**src/rtl/mnd_pkg.sv**
```systemverilog
package mnd_pkg;

	// default table depth and rounding scale
	localparam int unsigned MaxNodesDef   = 1024;
	localparam int unsigned RoundScaleDef = 1000;

	localparam int unsigned KeyW   = 26;
	localparam int unsigned CoordW = 32;
	localparam int unsigned IdxW   = 10;
	localparam logic [KeyW-1:0] KeyMax = 26'h1FF_FFFF;

	// classified item passed from front to back
	typedef struct packed {
		logic            new_mesh;
		logic [KeyW-1:0] kx;
		logic [KeyW-1:0] ky;
	} key_item_t;

	// result item
	typedef struct packed {
		logic [IdxW-1:0] node_index;
		logic            is_new;
		logic [KeyW-1:0] key_x;
		logic [KeyW-1:0] key_y;
		logic            table_full;
	} result_t;

endpackage

```
**src/rtl/mnd_fifo.sv**
```systemverilog
// Short queue between front and back
module mnd_fifo (
	input  logic               clk,
	input  logic               arst_n,
	input  logic               in_valid,
	output logic               in_ready,
	input  mnd_pkg::key_item_t in_item,
	output logic               out_valid,
	input  logic               out_ready,
	output mnd_pkg::key_item_t out_item
);
	mnd_pkg::key_item_t mem_q [4];
	logic [1:0] wr_q, rd_q;
	logic [2:0] cnt_q;
	logic push, pop;

	assign in_ready  = (cnt_q != 3'd4);
	assign out_valid = (cnt_q != 3'd0);
	assign push      = in_valid && in_ready;
	assign pop       = out_valid && out_ready;
	assign out_item  = mem_q[rd_q];

	always_ff @(posedge clk) begin
		if (push) begin
			mem_q[wr_q] <= in_item;
		end
	end

	always_ff @(posedge clk or negedge arst_n) begin
		if (!arst_n) begin
			wr_q  <= '0;
			rd_q  <= '0;
			cnt_q <= '0;
		end else begin
			if (push) wr_q <= wr_q + 2'd1;
			if (pop) rd_q <= rd_q + 2'd1;
			cnt_q <= cnt_q + 3'(push) - 3'(pop);
		end
	end
endmodule

```
**config.mk**
```make
export PLATFORM = sky130hd
export DESIGN_NAME = mnd_fifo
export DESIGN_NICKNAME = d
export VERILOG_FILES = /design/src/rtl/mnd_pkg.sv /design/src/rtl/mnd_fifo.sv
export SDC_FILE = /design/constraint.sdc
export NUM_CORES = 1
export LEC_CHECK = 0
export BUFFER_PORTS_ARGS = -buffer_cell sky130_fd_sc_hd__buf_2
export CAP_MARGIN = 20
export CORE_ASPECT_RATIO = 0.6
export CORE_MARGIN = 2
export CORE_UTILIZATION = 57
export CTS_CLUSTER_SIZE = 12
export DETAILED_ROUTE_END_ITERATION = 8
export GPL_ROUTABILITY_DRIVEN = 1
export MAX_ROUTING_LAYER = met4
export PLACE_DENSITY = 0.82
export RECOVER_POWER = 25
export SLEW_MARGIN = 10
export SYNTH_ARGS = -nofsm -noshare
export SYNTH_HDL_FRONTEND = slang
export SYNTH_SLANG_ARGS = --single-unit
```
**constraint.sdc**
```tcl
create_clock -name clk -period 2.7 [get_ports clk]
set_input_delay 0.81 -clock clk [delete_from_list [all_inputs] [get_ports clk]]
set_output_delay 0.81 -clock clk [all_outputs]
set_load 0.02 [all_outputs]
```
== Word-level counts from Yosys, hierarchy flattened ==
Memory sizes are Yosys's and may differ from the RTL's.
Index checks and enable logic that the tools add are counted.

* Add/sub/neg operators: 4
* Equal/unequal tests: 1
* Muxes and demuxes: 2
* Reduce and logical (&&, ||, !) cells: 3

{| class="wikitable"
|+ Operators with widths
! cell !! number
|-
| $add A2 B1 Y2 const B || 2
|-
| $add A3 B1 Y3 || 1
|-
| $ne A3 B3 Y1 const B || 1
|-
| $reduce_bool A3 Y1 || 1
|-
| $sub A3 B1 Y3 || 1
|-
| $logic_and A1 B1 Y1 || 2
|-
| $mux W1 || 2
|}

* Register bits: 7
* RAM bits: 212
* Bits of input ports: 57
* Output and inout bits: 55
* Logic and storage cells: 14
* Memories: 1

{| class="wikitable"
|+ Memories
! memory !! words !! bits a word !! read ports !! clocked after Yosys merged registers in !! wr ports !! RTL line !! text
|-
| mem_q || 4 || 53 || 1 || 0 || 1 || mnd_fifo.sv:12 || <nowiki>mnd_pkg::key_item_t mem_q [4];</nowiki>
|}

== Logic depth before layout (Yosys ltp) ==
Gate-level depths: netlist of the first run.

* Depth after elaboration: 4
* Gate-level depth with buffers: 9
* Depth with buffers taken out: 9

== Worst setup path after synthesis of the first run ==
OpenSTA, ideal clock, no wires.

* Path kind: in2reg
* Start: in in_valid
* End: mem mem_q[0][0] (netlist bit), enable pin
* Setup time: 417 ps
* Data arrival time: 2129 ps
* Required time: 2283 ps
* Setup slack: 155 ps
* Cell stages on the path: 1
* Buffers on the path: 0
* Path through: and3b_1

* Word-level cells in the longest chain between the ends: 3

{| class="wikitable"
|+ Ends and longest elaborated chain
! item !! RTL line !! text
|-
| from (decl) || mnd_fifo.sv:5 || <nowiki>input logic in_valid,</nowiki>
|-
| $logic_and A1 B1 Y1 || mnd_fifo.sv:19 || <nowiki>assign push = in_valid && in_ready;</nowiki>
|-
| $mux W1 || mnd_fifo.sv:24 || <nowiki>if (push) begin</nowiki>
|-
| $mux W1 (implied by the code) || mnd_fifo.sv:25 || <nowiki>mem_q[wr_q] <= in_item;</nowiki>
|-
| to (decl) || mnd_fifo.sv:12 ||
|}

Every way passes these cells.

==> out/qor.yml, run 1 <==
run_status:
  status: "finished, violations left"
  failed_checks: "setup timing"
sta:
  timing.hold.ws_ns: 0.215
  fmax_mhz: 357
  slew_viol_final: 0
  rsz0062_at_grt: "true"
  setup_viol: 40
  hold_violations: 0
  period_share_pct: 104
  skew_ns: 0.0106
  finalWorstSetupSlack_ns: -0.102
  setup_tns_ns: -2.17
  worst_pin_slew_ns: 0.492
  relSlewSlack_pct: 67.2
  min_period_ns: 2.80
clock_tree:
  cts_buffers: 22
  clock_sinks: 219
  clock_latency_ns: 0.49
  tritoncts: "built"
  clk_pin_slew_ns: 0.06
  cts_root_buf: "clkbuf_16"
  cts_max_level: 1
  cts.path.max_buffers: 3
synthesis:
  yosys_warnings: 0
  syn-cell-area_um2: 8190
  synth_cell_types: 21
  synth_compound_area_share_pct: 0.397
  ys_ff_latch: 219
  synth_nets: 382
  synth_area_leaders: "edfxtp_1 (78%), mux4_2 (13%), dfrtp_1 (2.1%)"
  syn_inst: 318
  synth_xor_area_share_pct: 0.428
  yosys.area.top_type: "edfxtp_1"
  synth_top_area_share_pct: 77.8
  synth_top_family_by_area: "multiplexers"
  synthSimpleGateAreaFrac_pct: 1.28
  yosysSeqAreaShare_pct: 79.9
  synth_fa_ha_area_share_pct: 1.16
  synth_mux_area_share_pct: 14.8
  syn_area_per_cell_um2: 25.7
setup_path:
  end_kind: "output pin"
  reg2reg_slack_ns: 0.53
  crit_chain: "buf_12 > buf_16 > mux4_2 > buf_6"
  path_max_fanout: 7
  cp_slowest_cell: "mux4_2"
  slowest_delay_ns: 0.56
  arrival_ns: 1.99
  worstPathRequired_ns: 1.89
  worstSetupPathType: "flop to output pin"
  start_kind: "flop"
floorplanning:
  num_rows: 33
  initial_utilization_pct: 59.2
  die_h_um: 96.8
  die_x_um: 159
  dieArea_um2: 15400
  coreArea_um2: 13800
  io_pins: 112
power_and_ir_drop:
  irDropWorstVdd_uv: 671
  total_power_mw: 12.1
  power-per-cell-area_nw_per_um2: 1190
  leakage_nw: 3.45
detailed_routing:
  first_pass_iters: 4
  vias: 3773
  drc: 0
  first_iter_violations: 271
  wirelength_um: 15000
  routedWlPerCell_um: 22.5
  vias_per_cell: 5.66
  ant_nets: 0
final_layout:
  drive_above_1_share_pct: 39.5
  utilization_pct: 73.3
  area_growth_pct: 23.8
  layout.nets: 529
global_routing:
  grt_pass1_vias: 4031
  grt.overflow.total: 0
  grt_util_all_layers_pct: 20.1
  grt_pass1_wl_um: 22700
  antenna_found_initial: 1
  grt_max_degree: 54
place:
  portBuffers: 111
  dp_hpwl_um: 8860
  place.gp.congestion: 0.729
flow_run:
  maxCapViolations: 0
min_path:
  hold_path.class: "primary input to async pin"
==> routing by layer <==
metal | GRT usage (%) | part of all wire [%] | up-vias
met3 | 4.93 | 6.4 | 17
met4 | 3.88 | 1.3 | 0
li1 | - | - | 1649
met5 | - | 0 | -
met1 | 27.7 | 43 | 1987
met2 | 31.6 | 49 | 120
==> cell type report <==
class | instances | area [um^2]
Inverter | 6 | 22.5
Sequential cell | 219 | 6550
Antenna cell | 1 | 2.50
Clock buffer | 31 | 606
Fill cell | 808 | 3700
Timing Repair Buffer | 135 | 1230
Multi-Input combinational cell | 81 | 1470
Clock inverter | 2 | 12.5
Tap cell | 192 | 240
==> worst max-delay path: cells and delay by family (launching register included) <==
kind                   cells  cell delay (ns)
DFF                        1             0.45
buffers and inverters      3             0.48
muxes                      1             0.56
==> what timing repair did <==
item                                    in CTS  in global routing
cloned                                       0                  3
hold buffers                                 0                  0
setup buffers                                7                  0
resized for setup                           18                 91
endpoints found under the setup margin      46                 53
==> registers in the layout, indices dropped and copies added (netlist names) <==
name and count:
cnt_q 3, mem_q 212, rd_q 2, wr_q 2
==> placed cells by master, fill, tap and decap left out, drive strengths merged, types with 2 or more instances in the layout <==
cell type  Yosys  final
nand4bb        2      2
buf           12    100
edfxtp       212    212
and3b          4      4
xnor2          3      3
mux4          53     53
nand2b         4      4
ha             6      6
o211ai         2      2
dfrtp          7      7
clkbuf         0     66
inv            6      7
==> logic make-up after synthesis <==
kind of cell | after synthesis
flip-flops | 219
adder cells (fa/ha/maj) | 7
XOR/XNOR | 4
multiplexers | 53
AO/OA/AOI/OAI | 4
AND/OR/NAND/NOR | 13
buffers and inverters | 18
==> power by group <==
| group | total (mW) | switching, mW | leakage, nW | internal, mW |
|---|---|---|---|---|
| logic | 4.71 | 2.31 | 1.13 | 2.40 |
| registers | 4.72 | 0.228 | 2.02 | 4.49 |
| clock network | 2.66 | 1.11 | 0.299 | 1.54 |
| total | 12.1 | 3.65 | 3.45 | 8.43 |
==> worst paths after layout <==
check                                          from                     end  depth (start not counted)
worst max-delay path            rd_q[0]$_DFFE_PN0P_            out_item[37]                          4
worst min-delay path                         arst_n     rd_q[0]$_DFFE_PN0P_                          1
worst max register to register   cnt_q[1]$_DFF_PN0_      cnt_q[2]$_DFF_PN0_                          8
worst min register to register  wr_q[1]$_DFFE_PN0P_     wr_q[1]$_DFFE_PN0P_                          2
max in group asynchronous                    arst_n     rd_q[0]$_DFFE_PN0P_                          1
min in group clk                        in_item[10]  mem_q[2][10]$_DFFE_PP_                          1
==> Yosys cell counts <==
master     instances
o211ai_1           2
and3b_1            4
mux4_1             5
buf_12             5
nand4bb_1          2
fa_1               1
nor3b_2            1
or3_1              1
inv_1              6
buf_6              1
xnor2_1            3
o31a_1             1
buf_2              6
xor2_1             1
o311ai_0           1
edfxtp_1         212
mux4_2            48
ha_1               6
nand2_1            1
nand2b_1           4
dfrtp_1            7
==> stage by stage <==
stage | area [um^2] | cells | setup slack [ns]
2_1_floorplan | 8190 | 318 | 0.155
3_3_place_gp | 9080 | 623 | 0.316
3_5_place_dp | 9080 | 623 | 0.298
4_1_cts | 9830 | 663 | -0.104
5_1_grt | 10100 | 667 | -0.148
6_report | 10100 | 667 | -0.102
Power figures use the tool's default switching activity.
==> inputs of run 2 (changes only) <==
- CORE_UTILIZATION: 57 -> 45
- PLACE_DENSITY: 0.82 -> 0.68
- REMOVE_ABC_BUFFERS: not set -> 1
==> run 2 against run 1 <==
  * The flow still finishes with violations (setup timing)
  * Power fell by 1.2%
  * Setup slack better by 0.026 ns
  * Clock power rose by 4%
  * Sequential cell count unchanged
  * First-iteration DRC count rose by 3.7%
  * Clock-buffer cell count grew 2
  * Non-clock buffer count is 4 lower
  * Final cell count increased by 7.3%
  * Routed wire length decreased by 0.33%
  * Critical path type unchanged
  * Highest routed layer unchanged
==> out/qor.yml, run 2 (synthesis gave the netlist of run 1 again) <==
sta:
  fmax_mhz: 360
  hold_violations: 0
  worst_pin_slew_ns: 0.381
  relSlewSlack_pct: 74.3
  period_share_pct: 103
  slew_viol_final: 0
  min_period_ns: 2.78
  skew_ns: 0.0113
  finalWorstSetupSlack_ns: -0.0760
  setup_viol: 43
  rsz0062_at_grt: "true"
min_path:
  hold_path.class: "primary input to async pin"
setup_path:
  end_kind: "output pin"
  cp.buffers_inverters: 3
  rr_endpoint: "cnt_q[2]$_DFF_PN0_"
  start_kind: "flop"
  path_depth: 4
  reg2regPathDepth: 10
  startpoint: "rd_q[0]$_DFFE_PN0P_"
  critPathTopFamily: "multiplexers"
  slowest_delay_ns: 0.56
  crit_chain: "buf_12 > buf_16 > mux4_2 > buf_6"
  crit_path_end: "out_item[15]"
  arrival_ns: 1.97
  cp_slowest_cell: "mux4_2"
  r2r_start: "cnt_q[2]$_DFF_PN0_"
  worstSetupPathType: "flop to output pin"
  worstPathRequired_ns: 1.89
  path_max_fanout: 8
  reg2reg_slack_ns: 0.43
clock_tree:
  cts.path.max_buffers: 3
  clk_pin_slew_ns: 0.06
  clock_sinks: 219
  tritoncts: "built"
  cts_root_buf: "clkbuf_16"
  cts_max_level: 1
  cts_hold_buf: 0
  cts_buffers: 22
  clock_latency_ns: 0.49
place:
  place.gp.congestion: 0.675
  dp_hpwl_um: 8330
  portBuffers: 111
  dp.cells: 667
global_routing:
  grt_pass1_vias: 3971
  grt_max_degree: 54
  antenna_found_initial: 2
  grt.overflow.total: 0
  grt_pass1_wl_um: 22400
  grt_util_all_layers_pct: 16.3
floorplanning:
  coreArea_um2: 17900
  dieArea_um2: 19300
  die_h_um: 108
  io_pins: 112
  die_x_um: 178
  initial_utilization_pct: 45.7
  num_rows: 38
detailed_routing:
  ant_nets: 0
  wl_met2_um: 6720
  drc: 0
  vias: 3673
  routedWlPerCell_um: 20.9
  wirelength_um: 14900
  first_iter_violations: 281
  dr_wl_met3_um: 1350
  top_layer: "met4"
  first_pass_iters: 6
  vias_per_cell: 5.13
  wl_met1_um: 6560
final_layout:
  fillers: 1341
  largest_register_ffs: 212
  largest_register: "mem_q"
  area_growth_pct: 23.1
  drive_above_1_share_pct: 39.0
  layout.nets: 525
  stdcell_count: 716
  utilization_pct: 56.2
  final_cell_mix: "edfxtp_1 (212), mux4_2 (53), buf_2 (44)"
  layout_commonest_cell: "edfxtp_1"
  top_regs: "mem_q: 212 flops, cnt_q: 3 flops"
flow_run:
  maxCapViolations: 0
power_and_ir_drop:
  leakage_nw: 3.40
  power-per-cell-area_nw_per_um2: 1180
  irDropWorstVdd_uv: 506
run_status:
  failed_checks: "setup timing"
  status: "finished, violations left"
## run 2: changes by cell type in the layout (fill, tap and decap cells not counted), moves of 2 or more
cell,delta
buf_2,+12
buf_12,-3
diode_2,+3
buf_6,-12
clkbuf_1,+2
## run 2: final cells by class
| class | count | area, um^2 | share of cell area (%) |
|---|---|---|---|
| antenna | 4 | 10.0 | 0.0993 |
| clock buffer | 33 | 613 | 6.08 |
| clock inverter | 2 | 33.8 | 0.335 |
| inverter | 6 | 22.5 | 0.223 |
| multi-input combinational | 81 | 1470 | 14.6 |
| sequential | 219 | 6550 | 65.0 |
| tap | 240 | 300 | 2.98 |
| timing repair buffer | 131 | 1080 | 10.8 |
## run 2: routing by layer
metal / vias to the layer above / track usage, %
met5: - / -
met4: 0 / 4.27
met3: 30 / 5.73
met2: 107 / 24.1
met1: 1894 / 21.7
li1: 1642 / -
## run 2: repair_timing
action,CTS,global route
buffers inserted,6,0
setup endpoints to repair,51,53
resized for setup,30,54
gates cloned,2,3
## run 2: how the worst min path moves through the flow
stage / end / slack (ns) / depth (start not counted)
6_report: rd_q[0]$_DFFE_PN0P_ / 0.21 / 1
4_1_cts: rd_q[0]$_DFFE_PN0P_ / 0.13 / 1
3_3_place_gp: wr_q[1]$_DFFE_PN0P_ / 0.57 / 2
3_5_place_dp: wr_q[1]$_DFFE_PN0P_ / 0.60 / 2
2_1_floorplan: cnt_q[0]$_DFF_PN0_ / 0.51 / 0
5_1_grt: rd_q[0]$_DFFE_PN0P_ / 0.24 / 1
## run 2: worst register-to-register path, cell delays in order (launching register included)
cell,delay (ns)
dfrtp_1,0.45
nor3b_2,0.19
buf_4,0.16
nand2b_1,0.15
ha_1,0.29
inv_1,0.07
ha_1,0.14
inv_1,0.05
fa_1,0.38
xnor2_1,0.15
xnor2_1,0.13
## run 2: power breakdown
group          total, mW  leakage, nW  switching [mW]  internal [mW]
clock               2.77        0.311            1.13           1.65
combinational       4.47         1.07            2.29           2.19
sequential          4.69         2.02           0.200           4.49
total               11.9         3.40            3.61           8.33
## run 2: metrics by stage
step                setup TNS, ns  setup WS, ns  hold WS [ns]  power [mW]  cell area [um^2]
floorplan                  -52.31         -1.06         0.514        7.14              8040
global placement                0         0.397         0.573        8.40              9080
detailed placement              0         0.307         0.600        8.48              9080
CTS                         -3.26        -0.114         0.131        11.7              9940
global route                -3.84        -0.125         0.237        12.5             10100
finish                      -1.46       -0.0760         0.208        11.9             10100
