==> config.mk <==
export PLATFORM = sky130hd
export DESIGN_NAME = mnd_round
export DESIGN_NICKNAME = d
export VERILOG_FILES = /design/src/rtl/mnd_pkg.sv /design/src/rtl/mnd_round.sv
export SDC_FILE = /design/constraint.sdc
export NUM_CORES = 1
export LEC_CHECK = 0
export ABC_AREA = 1
export BUFFER_PORTS_ARGS = -buffer_cell sky130_fd_sc_hd__buf_4
export CAP_MARGIN = 20
export CORE_MARGIN = 2
export CORE_UTILIZATION = 45
export DETAILED_ROUTE_END_ITERATION = 10
export HOLD_SLACK_MARGIN = 0.03
export SYNTH_ARGS = -nofsm -noshare
export SYNTH_HDL_FRONTEND = slang
export SYNTH_SLANG_ARGS = --single-unit
==> constraint.sdc <==
create_clock -name clk -period 4.2 [get_ports clk]
set_clock_uncertainty 0.05 [all_clocks]
set_input_delay 0.84 -clock clk [delete_from_list [all_inputs] [get_ports clk]]
set_output_delay 0.84 -clock clk [all_outputs]
set_load 0.01 [all_outputs]
==> src/rtl/mnd_pkg.sv <==
package mnd_pkg;

	// default table depth and rounding scale
	localparam int unsigned MaxNodesDef   = 1024;
	localparam int unsigned RoundScaleDef = 1000;

	localparam int unsigned KeyW   = 26;
	localparam int unsigned CoordW = 32;
	localparam int unsigned IdxW   = 10;
	localparam logic [KeyW-1:0] KeyMax = 26'h1FF_FFFF;

	// classified item passed from front to back
	typedef struct packed {
		logic            new_mesh;
		logic [KeyW-1:0] kx;
		logic [KeyW-1:0] ky;
	} key_item_t;

	// result item
	typedef struct packed {
		logic [IdxW-1:0] node_index;
		logic            is_new;
		logic [KeyW-1:0] key_x;
		logic [KeyW-1:0] key_y;
		logic            table_full;
	} result_t;

endpackage

==> src/rtl/mnd_round.sv <==
// Front part: rounds both coordinates to keys over two stages
module mnd_round #(
	parameter int unsigned ROUND_SCALE = mnd_pkg::RoundScaleDef
) (
	input  logic                  clk,
	input  logic                  arst_n,
	input  logic                  in_valid,
	output logic                  in_ready,
	input  logic                  new_mesh,
	input  logic [31:0]           x_coord,
	input  logic [31:0]           y_coord,
	output logic                  out_valid,
	input  logic                  out_ready,
	output mnd_pkg::key_item_t    out_item
);
	localparam int unsigned ScW  = $clog2(ROUND_SCALE + 1);
	// product wide enough that the rounded quotient always covers a full key
	localparam int unsigned ProdW = (32 + ScW + 1 > mnd_pkg::KeyW + 16) ?
		(32 + ScW + 1) : (mnd_pkg::KeyW + 16);
	localparam logic [ScW-1:0] Scale = ScW'(ROUND_SCALE);

	logic        v_s1;
	logic        nm_s1, nx_s1, ny_s1;
	logic [31:0] mx_s1, my_s1;
	logic        v_s2;
	logic        nm_s2, nx_s2, ny_s2;
	logic [ProdW-1:0] px_s2, py_s2;
	logic        adv_s2, adv_s1;

	assign adv_s2   = !v_s2 || out_ready;
	assign adv_s1   = !v_s1 || adv_s2;
	assign in_ready = adv_s1;

	// stage 1: magnitudes
	always_ff @(posedge clk or negedge arst_n) begin
		if (!arst_n) begin
			v_s1 <= 1'b0;
		end else if (adv_s1) begin
			v_s1 <= in_valid;
		end
	end
	always_ff @(posedge clk) begin
		if (adv_s1 && in_valid) begin
			nm_s1 <= new_mesh;
			nx_s1 <= x_coord[31];
			ny_s1 <= y_coord[31];
			mx_s1 <= x_coord[31] ? (~x_coord + 32'd1) : x_coord;
			my_s1 <= y_coord[31] ? (~y_coord + 32'd1) : y_coord;
		end
	end

	// stage 2: scale multiply (magnitude 2^31 reads as unsigned)
	always_ff @(posedge clk or negedge arst_n) begin
		if (!arst_n) begin
			v_s2 <= 1'b0;
		end else if (adv_s2) begin
			v_s2 <= v_s1;
		end
	end
	always_ff @(posedge clk) begin
		if (adv_s2 && v_s1) begin
			nm_s2 <= nm_s1;
			nx_s2 <= nx_s1;
			ny_s2 <= ny_s1;
			px_s2 <= ProdW'(mx_s1) * ProdW'(Scale);
			py_s2 <= ProdW'(my_s1) * ProdW'(Scale);
		end
	end

	// round, saturate and sign the keys
	function automatic logic [mnd_pkg::KeyW-1:0] to_key(
		input logic [ProdW-1:0] p,
		input logic             neg
	);
		logic [ProdW:0]              sum;
		logic [ProdW-16:0]           q;
		logic [mnd_pkg::KeyW-1:0]    m;
		sum = {1'b0, p} + (ProdW+1)'(32768);
		q   = sum[ProdW:16];
		if (q > (ProdW-15)'(mnd_pkg::KeyMax)) m = mnd_pkg::KeyMax;
		else m = q[mnd_pkg::KeyW-1:0];
		return neg ? (~m + 1'b1) : m;
	endfunction

	assign out_valid         = v_s2;
	assign out_item.new_mesh = nm_s2;
	assign out_item.kx       = to_key(px_s2, nx_s2);
	assign out_item.ky       = to_key(py_s2, ny_s2);
endmodule

== Yosys cells after proc, flatten, opt, wreduce, memory -nomap -nowiden ==
Index checks and enable logic that the tools add are counted.
Storage, ports and cells
  bits in registers: 150
  output and inout port bits: 55
Operators by class
  add/sub/neg operators: 6
  $mul: 2
  magnitude comparators: 2
  multiplexer cells: 6
  bitwise operators: 4
  reduce and logical (&&, ||, !) cells: 6
Operators with widths (count)
  2-to-1 mux 26 bit: 4
  adder 42 x 16 -> 43 bit, second input constant: 2
  multiplier 32 x 7 -> 39 bit, second input constant: 2
  adder 32 x 1 -> 32 bit, second input constant: 2
  NOT 32 bit: 2
  2-to-1 mux 31 bit: 2
  greater-than comparator 27 x 25 -> 1 bit, second input constant: 2
  adder 26 x 1 -> 26 bit, second input constant: 2
  NOT 26 bit: 2
  logical AND 1 bit: 2
  logical NOT 1 bit: 2
  logical OR 1 bit: 2

== Depth between registers and ports, before layout ==
Gate-level depths: netlist of run 1.
  word-level depth: 6
  mapped depth: 19

== Worst setup path after synthesis of run 1 ==
No wires, ideal clock.
  path kind: reg2reg
  start: reg mx_s1[24]
  end: reg px_s2[41], data pin
  setup time: 0.261 ns
  arrival time: 4.014 ns
  required time: 3.889 ns
  path slack: -0.125 ns
  cell stages (with the launch flop): 17
  clock period less this slack: 4.325 ns
  cell sequence: edfxtp_1 -> inv_1 -> fa_1 -> fa_1 -> inv_1 -> fa_1 -> inv_1 -> fa_1 -> inv_1 -> ha_1 -> a21oi_1 -> inv_1 -> a31oi_1 -> o21ai_0 -> a221oi_1 -> nand3_1 -> xor2_1
Between the ends
  cells in the longest elaborated chain, start to end: 1
RTL lines
  start, declared: RTL line mnd_round.sv:24  | logic [31:0] mx_s1, my_s1;
  start signal, assigned: RTL line mnd_round.sv:47  | mx_s1 <= x_coord[31] ? (~x_coord + 32'd1) : x_coord;
  multiplier 32 x 7 -> 39 bit: RTL line mnd_round.sv:65  | px_s2 <= ProdW'(mx_s1) * ProdW'(Scale);
  end signal, assigned: RTL line mnd_round.sv:65
  end, declared: RTL line mnd_round.sv:27  | logic [ProdW-1:0] px_s2, py_s2;
No other way between the ends.
A chain may end at the register's enable or synchronous reset.

== Final worst setup path of run 1 ==
  start: reg my_s1[13]
  end: reg py_s2[39], data pin
Between the ends
  cells in the longest elaborated chain, start to end: 1
RTL lines
  start, declared: RTL line mnd_round.sv:24
  start signal, assigned: RTL line mnd_round.sv:48  | my_s1 <= y_coord[31] ? (~y_coord + 32'd1) : y_coord;
  multiplier 32 x 7 -> 39 bit: RTL line mnd_round.sv:66  | py_s2 <= ProdW'(my_s1) * ProdW'(Scale);
  end signal, assigned: RTL line mnd_round.sv:66
  end, declared: RTL line mnd_round.sv:27
No other way between the ends.

==> results of run 1 <==
==> state kept, by name (all words and copies together) (netlist names) <==
| register | cells |
|---|---|
| v_s1 | 1 |
| my_s1 | 32 |
| nm_s1 | 1 |
| nx_s2 | 1 |
| px_s2 | 27 |
| py_s2 | 27 |
| nx_s1 | 1 |
| ny_s1 | 1 |
| ny_s2 | 1 |
| out_valid | 1 |
| mx_s1 | 32 |
| nm_s2 | 1 |
==> layout by cell type (no fill, tap or decap), types with 22 or more instances in the layout <==
master,instances
nor2_1,221
inv_1,432
buf_4,442
xor2_1,98
a21oi_1,29
o21ai_0,41
xnor2_1,58
ha_1,118
a21oi_2,41
nor2_2,43
inv_2,77
nor3_1,25
nor2_4,27
nand3_1,72
fa_1,224
nand2_4,22
nand2_1,385
ha_4,49
buf_6,33
nand4_1,36
edfxtp_1,124
nand2_2,53
==> path summary, 6_finish.rpt <==
kind	start	endpoint	slack [ns]	cells after the start
hold reg to reg	nm_s1$_DFFE_PP_	nm_s2$_DFFE_PP_	0.37	0
setup / recovery	my_s1[13]$_DFFE_PP_	py_s2[39]$_DFFE_PP_	-0.16	20
setup reg to reg	my_s1[13]$_DFFE_PP_	py_s2[39]$_DFFE_PP_	-0.16	20
hold / removal	arst_n	v_s1$_DFFE_PN0N_	0.08	1
max in group asynchronous	arst_n	out_valid$_DFFE_PN0P_	3.93	1
min in group clk	nm_s1$_DFFE_PP_	nm_s2$_DFFE_PP_	0.37	0
==> per-layer routing <==
layer,vias to the layer above,GRT usage
met5,-,0
met4,0,0.0753
met3,77,0.0320
met2,213,0.429
met1,7955,0.280
li1,8493,-
==> final cells by class <==
type | instances | area share
multi-input combinational | 1748 | 0.596
sequential | 126 | 0.143
timing repair buffer | 476 | 0.141
inverter | 511 | 0.0729
tap | 546 | 0.0259
clock buffer | 18 | 0.0163
clock inverter | 14 | 0.00432
==> timing repair <==
action                     in CTS  in global routing
gates resized for setup       276                221
setup endpoints to repair      53                 90
pin swaps                     148                176
buffers inserted               41                 55
==> per-stage QoR <==
step / utilization / instances
floorplan: - / 2401
global placement: 0.538 / 3318
detailed placement: 0.538 / 3318
CTS: 0.585 / 3389
global route: 0.615 / 3439
finish: 0.615 / 3439
==> worst register-to-register path, stage by stage (launching register included) <==
cell and delay, ns:
edfxtp_1 0.41, buf_4 0.15, buf_4 0.13, ha_1 0.28, inv_2 0.04, fa_2 0.57
fa_1 0.41, fa_1 0.51, inv_1 0.06, ha_4 0.32, nand2_2 0.09, nor2_2 0.13
nand2_2 0.07, inv_2 0.06, nand4_1 0.19, nand3_4 0.18, a21oi_4 0.09, o21bai_4 0.18
nand2_1 0.06, nand2_1 0.07, xor2_1 0.06
==> kinds of logic after synthesis <==
group	count (synthesis)
AOI/OAI and AO/OA	227
xor gates and xnor gates	163
adders and majority gates	406
buffers and inverters	527
DFF	126
and+or+nand+nor	952
==> results.json, run 1 <==
{
  "status": "finished, violations left",
  "violations": "setup timing",
  "synth_compound_area_frac": 0.0660,
  "fin_setup_tns_ns": -2.26,
  "synthArstFlopShare": 0.0159,
  "grt_pass1_vias": 17724,
  "rsz0062_at_grt": "yes",
  "area_growth_pct": 35.7,
  "endpoint_kind": "register",
  "synth.most_common_cell": "inv_1",
  "dr.first_iter.drc_count": 565,
  "synth_seq_cells": 126,
  "max_cap_violations": 0,
  "synth_area_leaders": "fa_1, edfxtp_1, ha_1",
  "postSynthAreaPerCell_um2": 8.08,
  "critPathTopFamily": "adder cells",
  "path_class": "reg -> reg",
  "post_dp_cell_area_mm2": 0.0230,
  "cts_tree": "yes",
  "io_pins": 124,
  "synth_mux_area_frac": 0,
  "fin_ws_ns": -0.161,
  "firstDrtPassIters": 5,
  "root_buffer": "clkbuf_16",
  "totalWireLength_mm": 49.8,
  "fp.dieH_um": 212,
  "slew_viol_final": 0,
  "synth_simple_gate_area_share": 0.211,
  "yosys.area.top_type_share": 0.241,
  "synth_area_mm2": 0.0194,
  "crit_chain": "buf_4 > buf_4 > ha_1 > inv_2 > fa_2 > fa_1 > fa_1 > inv_1 > ha_4 > nand2_2 > nor2_2 > nand2_2 > inv_2 > nand4_1 > nand3_4 > a21oi_4 > o21bai_4 > nand2_1 > nand2_1 > xor2_1",
  "slowest_stage": "fa_2",
  "vias_per_cell": 4.87,
  "start_util": 0.453,
  "critPathLaunchType": "register",
  "die_x_um": 212,
  "cts_made_buffers": 17,
  "groute.usage.overall": 0.233,
  "overflow": 0,
  "cp_data_arrival_time_ns": 4.53,
  "grt_max_degree": 58,
  "synth_nets": 2876,
  "yosysWarnings": 0,
  "antennaDiodeCount": 0,
  "remaining_drc_errors": 0,
  "cp_slowest_stage_delay_ns": 0.57,
  "clk_latency_ns": 0.48,
  "finalHoldViolCount": 0,
  "synthAdderAreaFrac": 0.352,
  "synthXorXnorAreaFrac": 0.0736,
  "netlist.top_cell.by_area": "fa_1",
  "nNetsFinal": 3355,
  "crit_required_ns": 4.37,
  "cts_hold_buf": 0,
  "cts_buffer_depth": 2,
  "dieArea_mm2": 0.0448,
  "period_needed_ns": 4.36,
  "wl_met3_mm": 1.21,
  "tightest_slew_ns": 0.758,
  "path_max_fanout": 4,
  "synth_edf_count": 124,
  "fillers": 3721,
  "synthesis.instances": 2401,
  "detail-route-antenna-nets": 0,
  "cts_sinks": 126,
  "relSlewSlack": 0.495,
  "htree_levels": 4,
  "synthTopCellsByCount": "inv_1, nand2_1, nor2_1",
  "cp_num_buf_inv": 5,
  "final-seq-area_mm2": 0.00377,
  "final_area_mm2": 0.0263,
  "seq_area_frac_synth": 0.195,
  "core-area_mm2": 0.0428,
  "cts.clk_slew.worst_paths_ns": 0.06,
  "drt-wirelength-per-cell_um": 14.5,
  "setup_viol": 30,
  "hpwl_mm": 41.2,
  "dr.max_layer_used": "met4",
  "synth_top_family_by_area": "adder cells",
  "antenna_found_initial": 0,
  "place.gp.congestion": 0.883,
  "vias": 16738,
  "met2WireLength_mm": 25.8,
  "max_freq_ghz": 0.229,
  "period_share": 1.04,
  "yosysUniqueCellTypes": 47,
  "rows": 76,
  "portBuffers": 123,
  "grt_pass1_wl_mm": 83.1,
  "wirelength_met1_mm": 21.6,
  "drive_above_1_share": 0.325,
  "ys.flop_type": "edfxtp_1",
  "holdCritPathClass": "in -> async",
  "pre_cts_ws_ns": -0.509,
  "multiInputGateArea_mm2": 0.0157,
  "whs_ns": 0.0791
}
Power of run 1 is not shown: default switching activity piles up to over one toggle a cycle in this logic, so the estimate is an artifact.
==> inputs of run 2 (changes only) <==
CORE_ASPECT_RATIO = 1.4   (was unset)
==> run 2 against run 1 <==
Net effect:
- the run still ends with setup timing left
- fmax is 1.9% lower
- sequential share of layout area decreased by 0.20 points
- cell count is 0.81% higher
- hold slack gained 0.032 ns
- die area about the same
- via count increased by 3.7%
- critical path depth is 3 lower
- core utilization grew 0.88 points
- wire length rose by 6.4%
- critical path type unchanged
- cell area up 1.4%
- largest cell class unchanged
==> results.json, run 2 (synthesis gave the netlist of run 1 again) <==
{
  "status": "finished, violations left",
  "violations": "setup timing",
  "clk_latency_ns": 0.46,
  "relSlewSlack": 0.481,
  "dr.first_iter.drc_count": 656,
  "overflow": 0,
  "start_util": 0.453,
  "grt_pass1_wl_mm": 85.7,
  "cts_made_buffers": 17,
  "portBuffers": 123,
  "critPathTopFamily": "adder cells",
  "max_cap_violations": 0,
  "dieArea_mm2": 0.0448,
  "die_x_um": 179,
  "cts_sinks": 126,
  "period_needed_ns": 4.44,
  "fin_ws_ns": -0.245,
  "tightest_slew_ns": 0.779,
  "cts_hold_buf": 0,
  "cp_slowest_stage_delay_ns": 0.52,
  "cp_data_arrival_time_ns": 4.58,
  "nNetsFinal": 3377,
  "path_max_fanout": 4,
  "rows": 90,
  "holdCritPathClass": "in -> async",
  "area_growth_pct": 37.7,
  "rsz0062_at_grt": "yes",
  "slew_viol_final": 0,
  "endpoint_kind": "register",
  "cts_tree": "yes",
  "critPathLaunchType": "register",
  "io_pins": 124,
  "antennaDiodeCount": 0,
  "fp.dieH_um": 250,
  "hpwl_mm": 42.8,
  "htree_levels": 4,
  "cts.clk_slew.worst_paths_ns": 0.06,
  "antenna_found_initial": 0,
  "top_regs": "mx_s1 x32, my_s1 x32",
  "max_freq_ghz": 0.225,
  "final_common_cell": "buf_4",
  "path_class": "reg -> reg",
  "grt_max_degree": 36,
  "cts_buffer_depth": 2,
  "groute.usage.overall": 0.235,
  "vias": 17365,
  "vias_per_cell": 5.01,
  "grt_pass1_vias": 18648,
  "crit_required_ns": 4.34,
  "final_cell_mix": "buf_4, inv_1, nand2_1",
  "root_buffer": "clkbuf_16",
  "crit_chain": "inv_2 > fa_1 > fa_1 > fa_1 > fa_1 > inv_1 > ha_4 > nand2_2 > nor2_4 > nand2_1 > or2_2 > o211ai_1 > nand2_1 > nand2_2 > nand2_1 > nand2_1 > xor2_1",
  "remaining_drc_errors": 0,
  "finalHoldViolCount": 0,
  "totalWireLength_mm": 52.9,
  "final_util": 0.624,
  "firstDrtPassIters": 5,
  "cp_num_buf_inv": 2,
  "drive_above_1_share": 0.330,
  "drt-wirelength-per-cell_um": 15.3,
  "place.gp.congestion": 0.923,
  "detail-route-antenna-nets": 0,
  "slowest_stage": "fa_1",
  "period_share": 1.06,
  "core-area_mm2": 0.0428,
  "setup_viol": 35
}
run 2: cell types whose count changed in the layout (fill, tap and decap cells not counted), sizes merged:
cell      before  now
bufinv         0    6
clkinvlp       4    1
clkinv         7    4
clkbuf        18   17
buf          476  498
inv          514  515
run 2: final cells by class:
type                    count  area, um^2
repair buffers            498        3900
clock inverters            15         255
clock buffers              17         425
fillers                  3596       16100
flip-flops and latches    126        3770
inverters                 511        1920
well taps                 552         691
multi-input cells        1748       15700
run 2: through the flow:
step	setup TNS, ns	worst slack [ns]	instances	area (um^2)	hold WS (ns)
after CTS	-2.23	-0.144	3429	25700	0.0975
after global placement	-9.92	-0.454	3346	23200	0.352
after detailed placement	-11.59	-0.502	3346	23200	0.358
after global routing	-11.07	-0.431	3467	26700	0.100
final	-4.33	-0.245	3467	26700	0.112
after floorplan	0	0.000461	2401	19500	0.350
run 2: worst reg2reg max path: cells and delay by family (launching register included):
| family | cells | cell delay, ns |
|---|---|---|
| adder cells (fa/ha/maj) | 5 | 2.24 |
| AND/OR/NAND/NOR | 8 | 1.07 |
| flip-flops | 1 | 0.41 |
| buffers and inverters | 2 | 0.20 |
| AO/OA/AOI/OAI | 1 | 0.15 |
| XOR/XNOR | 1 | 0.07 |
run 2: worst paths after layout:
kind,slack [ns],depth (start not counted),end,startpoint
setup / recovery,-0.24,17,px_s2[34]$_DFFE_PP_,mx_s1[12]$_DFFE_PP_
setup reg to reg,-0.24,17,px_s2[34]$_DFFE_PP_,mx_s1[12]$_DFFE_PP_
hold / removal,0.11,1,v_s1$_DFFE_PN0N_,arst_n
max in group asynchronous,3.90,1,out_valid$_DFFE_PN0P_,arst_n
hold reg to reg,0.37,0,nm_s2$_DFFE_PP_,nm_s1$_DFFE_PP_
min in group clk,0.37,0,nm_s2$_DFFE_PP_,nm_s1$_DFFE_PP_
run 2: what timing repair did:
action	4_1_cts	5_1_grt
buffers inserted	55	43
resized for setup	308	188
pin swaps	199	127
cloned	0	0
setup endpoints to repair	53	82
run 2: metal layers:
metal  routed length, um  GRT usage  vias up
li1                    -          -     8522
met4                2570      0.117        0
met1               18000      0.220     8357
met2               31200      0.490      333
met3                1180     0.0250      153
met5                   0          0        -
Power of run 2 is left out for the same reason.
